==> config.mk <==
export PLATFORM = sky130hd
export DESIGN_NAME = wdbs_plan
export DESIGN_NICKNAME = d
export VERILOG_FILES = /design/src/hdl/wdbs_pkg.sv /design/src/hdl/wdbs_plan.sv
export SDC_FILE = /design/constraint.sdc
export NUM_CORES = 1
export LEC_CHECK = 0
export ABC_CLOCK_PERIOD_IN_PS = 6450
export BUFFER_PORTS_ARGS = -buffer_cell sky130_fd_sc_hd__buf_2
export CORE_MARGIN = 4
export CORE_UTILIZATION = 50
export DETAILED_ROUTE_END_ITERATION = 8
export GPL_ROUTABILITY_DRIVEN = 0
export PLACE_DENSITY = 0.95
export SLEW_MARGIN = 20
export SYNTH_ARGS = -nofsm -noshare
export SYNTH_HDL_FRONTEND = slang
export SYNTH_SLANG_ARGS = --single-unit
==> constraint.sdc <==
create_clock -name vclk -period 6.45
set_clock_uncertainty 0.1 [all_clocks]
set_input_delay 1.29 -clock vclk [all_inputs]
set_output_delay 1.29 -clock vclk [all_outputs]
set_load 0.005 [all_outputs]
==> src/hdl/wdbs_pkg.sv <==
// Shared types and constants for the work_deque_bulk_steal block.
// Depends on nothing; used by wdbs_plan and work_deque_bulk_steal.
package wdbs_pkg;

  // default parameter values
  localparam int DEPTH_DEF     = 1024;
  localparam int NODE_BITS_DEF = 64;
  localparam int MAX_BURST_DEF = 64;

  // operation codes
  localparam logic [2:0] OP_PUSH       = 3'd0;
  localparam logic [2:0] OP_POP_BACK   = 3'd1;
  localparam logic [2:0] OP_POP_FRONT  = 3'd2;
  localparam logic [2:0] OP_BULK_BACK  = 3'd3;
  localparam logic [2:0] OP_HALF_BACK  = 3'd4;
  localparam logic [2:0] OP_FRAC_FRONT = 3'd5;

  // result status codes
  localparam logic [1:0] ST_OK    = 2'd0;
  localparam logic [1:0] ST_EMPTY = 2'd1;
  localparam logic [1:0] ST_FULL  = 2'd2;

  // configuration register indexes
  localparam logic [1:0] CFG_MIN_BATCH = 2'd0;
  localparam logic [1:0] CFG_MAX_BATCH = 2'd1;
  localparam logic [1:0] CFG_FRACTION  = 2'd2;

  // configuration reset values
  localparam logic [10:0] MIN_BATCH_RST = 11'd1;
  localparam logic [6:0]  MAX_BATCH_RST = 7'd64;
  localparam logic [8:0]  FRACTION_RST  = 9'd128;

  typedef struct packed {
    logic [2:0]  opcode;
    logic [63:0] node_in;
  } in_t;

  typedef struct packed {
    logic [63:0] node_out;
    logic        has_node;
    logic [6:0]  taken_count;
    logic [1:0]  status;
    logic        last;
  } out_t;

  // decision for one operation
  typedef struct packed {
    logic [1:0] status;
    logic [6:0] take;
  } plan_t;

endpackage

==> src/hdl/wdbs_plan.sv <==
// Operation decision: status and node count taken for one operation.
// Depends on wdbs_pkg (opcodes, status codes, plan_t).
module wdbs_plan #(
  parameter int DEPTH     = wdbs_pkg::DEPTH_DEF,
  parameter int MAX_BURST = wdbs_pkg::MAX_BURST_DEF,
  localparam int CW = $clog2(DEPTH + 1)
) (
  input  logic [2:0]      opcode,
  input  logic [CW-1:0]   count,
  input  logic [CW+8:0]   prod,
  input  logic [10:0]     min_batch,
  input  logic [6:0]      max_batch,
  output wdbs_pkg::plan_t plan
);

  localparam int EW = ((CW > 12) ? CW : 12) + 1;

  logic [EW-1:0] cnt_e, min_e, min2_e, maxb_e, burst_e, half_e, frac_e;
  logic [EW-1:0] bulk_e, half_take_e, frac_take_e;

  function automatic logic [EW-1:0] min2(input logic [EW-1:0] a, input logic [EW-1:0] b);
    min2 = (a < b) ? a : b;
  endfunction

  assign cnt_e       = EW'(count);
  assign min_e       = EW'(min_batch);
  assign min2_e      = EW'({min_batch, 1'b0});
  assign maxb_e      = EW'(max_batch);
  assign burst_e     = EW'(MAX_BURST);
  assign half_e      = cnt_e >> 1;
  assign frac_e      = EW'(prod >> 8);
  assign bulk_e      = min2(min2(cnt_e, maxb_e), burst_e);
  assign half_take_e = min2(half_e, burst_e);
  assign frac_take_e = min2(frac_e, burst_e);

  always_comb begin
    plan.status = wdbs_pkg::ST_EMPTY;
    plan.take   = 7'd0;
    unique case (opcode) inside
      wdbs_pkg::OP_PUSH: begin
        plan.status = (cnt_e == EW'(DEPTH)) ? wdbs_pkg::ST_FULL : wdbs_pkg::ST_OK;
      end
      wdbs_pkg::OP_POP_BACK, wdbs_pkg::OP_POP_FRONT: begin
        if (cnt_e != '0) begin
          plan.status = wdbs_pkg::ST_OK;
          plan.take   = 7'd1;
        end
      end
      wdbs_pkg::OP_BULK_BACK: begin
        if (cnt_e >= min_e) begin
          plan.status = wdbs_pkg::ST_OK;
          plan.take   = bulk_e[6:0];
        end
      end
      wdbs_pkg::OP_HALF_BACK: begin
        if (cnt_e >= min2_e) begin
          plan.status = wdbs_pkg::ST_OK;
          plan.take   = half_take_e[6:0];
        end
      end
      wdbs_pkg::OP_FRAC_FRONT: begin
        if (cnt_e >= min2_e) begin
          plan.status = wdbs_pkg::ST_OK;
          plan.take   = frac_take_e[6:0];
        end
      end
      default: begin
        plan.status = wdbs_pkg::ST_EMPTY;
      end
    endcase
  end

endmodule

==> After elaboration in Yosys (flattened, before gate mapping) <==
Index checks and enable logic that the tools add are counted.
{ "totals": {"output_inout_bits": 9, "regBits": 0, "input_bits": 52, "word_cells": 26} }
{ "op_classes": {"muxes": 11, "reduce_logical": 3, "eq_ne": 6, "magnitude_cmp": 6} }
{ "ops": {"columns": ["cell", "n"], "rows": [
  ["2-to-1 mux 8 bit", 4],
  ["one-hot mux 7 bit (4 select lines)", 1],
  ["2-to-1 mux 7 bit", 3],
  ["nonzero test 13 bit", 1],
  [">= comparator 11 x 12 -> 1 bit", 1],
  ["less-than comparator 12 x 7 -> 1 bit (second input constant)", 1],
  ["equality test 11 bit (second input constant)", 1],
  [">= comparator 11 bit", 1],
  ["less-than comparator 11 x 7 -> 1 bit", 1],
  ["less-than comparator 11 x 7 -> 1 bit (second input constant)", 1],
  ["2-to-1 mux 11 bit", 1],
  ["less-than comparator 10 x 7 -> 1 bit (second input constant)", 1],
  ["one-hot mux 2 bit (5 select lines)", 1],
  ["equality test 3 x 2 -> 1 bit (second input constant)", 2],
  ["equality test 3 bit (second input constant)", 2],
  ["equality test 3 x 1 -> 1 bit (second input constant)", 1],
  ["zero test 3 bit", 1],
  ["2-to-1 mux 2 bit", 1],
  ["OR reduction 2 bit", 1]
]} }

==> Logic depth before layout (Yosys ltp) <==
{ "depth": {"depth_word": 6, "mapped_depth": 7} }

==> Worst setup path before layout <==
Ideal clock, no wire load.
{ "synth_timing": {"path_type": "input port to output port", "start": "in max_batch[1]", "end": "out plan[1] in the netlist's numbering", "required_time_ns": 5.060, "t_arrival_ns": 3.239, "stages": 6, "path_buffers": 0, "setup_slack_ns": 1.821, "cell_sequence": "inv_1 > ha_1 > a211o_2 > a2111oi_4 > mux2_4 > o32ai_1"} }
{ "synth_rtl": {"columns": ["item", "line", "source"], "rows": [
  ["from (decl)", "wdbs_plan.sv:12", "input logic [6:0] max_batch,"],
  ["to (decl)", "wdbs_plan.sv:13", "output wdbs_pkg::plan_t plan"]
]} }

==> results.sh <==
export IMPL_post_cts_buffers=0
export IMPL_hp_class="primary input to primary output"
export IMPL_yosys_warnings=0
export IMPL_syn_area_per_cell_sq_um=7.43
export IMPL_instances_no_fill=216
export IMPL_layout_commonest_cell="buf_2"
export IMPL_final_period_utilization_pct=79.6
export IMPL_drcViolationCount=0
export IMPL_endpoint_kind="primary output"
export IMPL_met1Wirelength_mm=1.25
export IMPL_cp_start_kind="primary input"
export IMPL_synthAdderAreaFrac_pct=33.2
export IMPL_n_sequential_cell=0
export IMPL_dpl_cell_area_sq_mm=0.00131
export IMPL_vias=1280
export IMPL_critPathMaxFanout=8
export IMPL_cp_common_cell="buf_2"
export IMPL_synthDistinctLibCells=33
export IMPL_ir_worst_vdd_mv=0.0313
export IMPL_synth_compound_area_share_pct=31.5
export IMPL_port_buffers=53
export IMPL_finish_instance_area_sq_mm=0.00132
export IMPL_ctsHoldBuffers=0
export IMPL_p_leak_nw=0.685
export IMPL_start_util_pct=52.4
export IMPL_finish_utilization_pct=67.8
export IMPL_wl_per_cell_um=15.3
export IMPL_rsz0062_at_grt="no"
export IMPL_antenna_found_initial=0
export IMPL_wl_met3_um=236
export IMPL_die_height_um=53.1
export IMPL_syn2layout_area_growth_pct=29.5
export IMPL_diodes=0
export IMPL_drive_gt1_share_pct=31.2
export IMPL_slew_viol_final=0
export IMPL_drt_wl_total_mm=3.30
export IMPL_nets=270
export IMPL_finalSetupViolations=0
export IMPL_power_density_mw_per_mm2=56.6
export IMPL_period_needed_ps=5130
export IMPL_syn_inst=137
export IMPL_grt_start_max_net_pins=9
export IMPL_cts_resized=0
export IMPL_crit_buf_inv=2
export IMPL_regArea_sq_um=0
export IMPL_dieWidth_um=53.1
export IMPL_max_clock_freq_mhz=195
export IMPL_wl_met2_mm=1.77
export IMPL_whs_ps=2830
export IMPL_ioPinCount=61
export IMPL_critPathMaxStageDelay_ps=760
export IMPL_dr_first_iter_drc_count=57
export IMPL_status="finished, final reports clean"
export IMPL_drt_pass1_iterations=4
export IMPL_antenna_left=0
export IMPL_fp_coreArea_sq_mm=0.00194
export IMPL_design_die_area_sq_mm=0.00282
export IMPL_cp_required_ps=5060
export IMPL_overflow=0
export IMPL_critical_path_top_delay_family="compound AO/OA/AOI/OAI gates"
export IMPL_rows=16
export IMPL_n_fill_cell=183
export IMPL_gr_usage_all_layers_pct=23.6
export IMPL_dp_cells=216
export IMPL_synth_simple_area_share_pct=19.4
export IMPL_clock_buffers=0
export IMPL_synthMuxAreaShare_pct=8.36
export IMPL_drv_cap=0
export IMPL_grt_pass1_vias=1234
export IMPL_finalHoldViolCount=0
export IMPL_worstPathArrival_ps=3740
export IMPL_crit_chain="buf_2, ha_1, a211o_2, a2111oi_4, mux2_4, o32ai_1, buf_2"
export IMPL_worstMarginPinSlew_ps=819
export IMPL_crit_type="primary input to primary output"
export IMPL_fin_tns_setup_ps=0
export IMPL_yosysSeqAreaShare_pct=0
export IMPL_syn_num_nets=216
export IMPL_vias_per_cell=5.93
export IMPL_synth_top_family_by_area="adder cells"
export IMPL_slowest_stage="a2111oi_4"
export IMPL_syn_area_sq_mm=0.00102
export IMPL_synth_xor_area_share_pct=0
export IMPL_mostFrequentLayoutCells="buf_2, ha_1, inv_1"
export IMPL_top_layer="met4"
export IMPL_hpwlAfterDp_mm=2.85
export IMPL_grt_pass1_wl_mm=5.11
export IMPL_relSlewSlack_pct=45.0
-- routing by layer --
metal  vias up  track usage, %
met2        55            45.7
li1        632               -
met3         6           0.845
met4         0            5.11
met1       587            28.2
met5         -               0
-- synth_stat cells --
master,instances,area (sq um)
a2111oi_4,1,27.5
nor2b_1,1,6.26
a21o_1,2,15.0
nand3_1,1,5.00
o22ai_1,1,6.26
nand2b_1,4,25.0
nor4_1,2,12.5
or4_1,1,7.51
inv_1,19,71.3
ha_1,27,338
nor4bb_1,1,10.0
a211oi_1,2,15.0
a211o_2,1,10.0
and2_1,2,12.5
a31o_2,1,8.76
and4_1,1,8.76
a21oi_1,12,60.1
nor2_1,9,33.8
mux2_4,1,15.0
a22o_1,1,8.76
nand2_1,10,37.5
o32ai_1,5,43.8
a311o_1,1,10.0
o21ai_0,5,25.0
a22oi_1,5,37.5
mux2i_1,7,70.1
a2111o_1,1,11.3
nor3_1,4,20.0
nand4_1,3,18.8
buf_2,1,5.00
o311ai_2,1,16.3
o211ai_1,2,15.0
o21ai_1,2,10.0
-- per-stage QoR --
stage          setup slack [ps]  total power, mW
2_1_floorplan              1820           0.0409
3_3_place_gp               1480           0.0676
3_5_place_dp               1340           0.0732
4_1_cts                    1340           0.0736
5_1_grt                    1240           0.0841
6_report                   1320           0.0746
-- cells by family after synthesis --
family / Yosys count
AOI/OAI and AO/OA: 43
and+or+nand+nor: 39
adders and majority gates: 27
buffers and inverters: 20
muxes: 8
-- worst min-delay path: cells and delay by family --
kind	cells	cell delay (ps)
and+or+nand+nor	2	120
buffers and inverters	2	240
-- path summary, 6_finish.rpt --
check / from / endpoint / slack, ps / depth (start not counted)
worst min-delay path: count[10] / plan[8] / 2830 / 4
worst max-delay path: count[1] / plan[4] / 1320 / 7
-- final cells by class --
cell class	instances	area, sq um	area share [%]
multi-input combinational	117	947	71.9
timing repair buffer	53	265	20.1
inverter	19	71.3	5.41
tap	27	33.8	2.56
-- power breakdown --
group          switching (mW)  internal (mW)
Sequential                  0              0
Clock                       0              0
Combinational          0.0410         0.0337
Total                  0.0410         0.0337
Note: power is estimated with default switching activity, not from simulation.
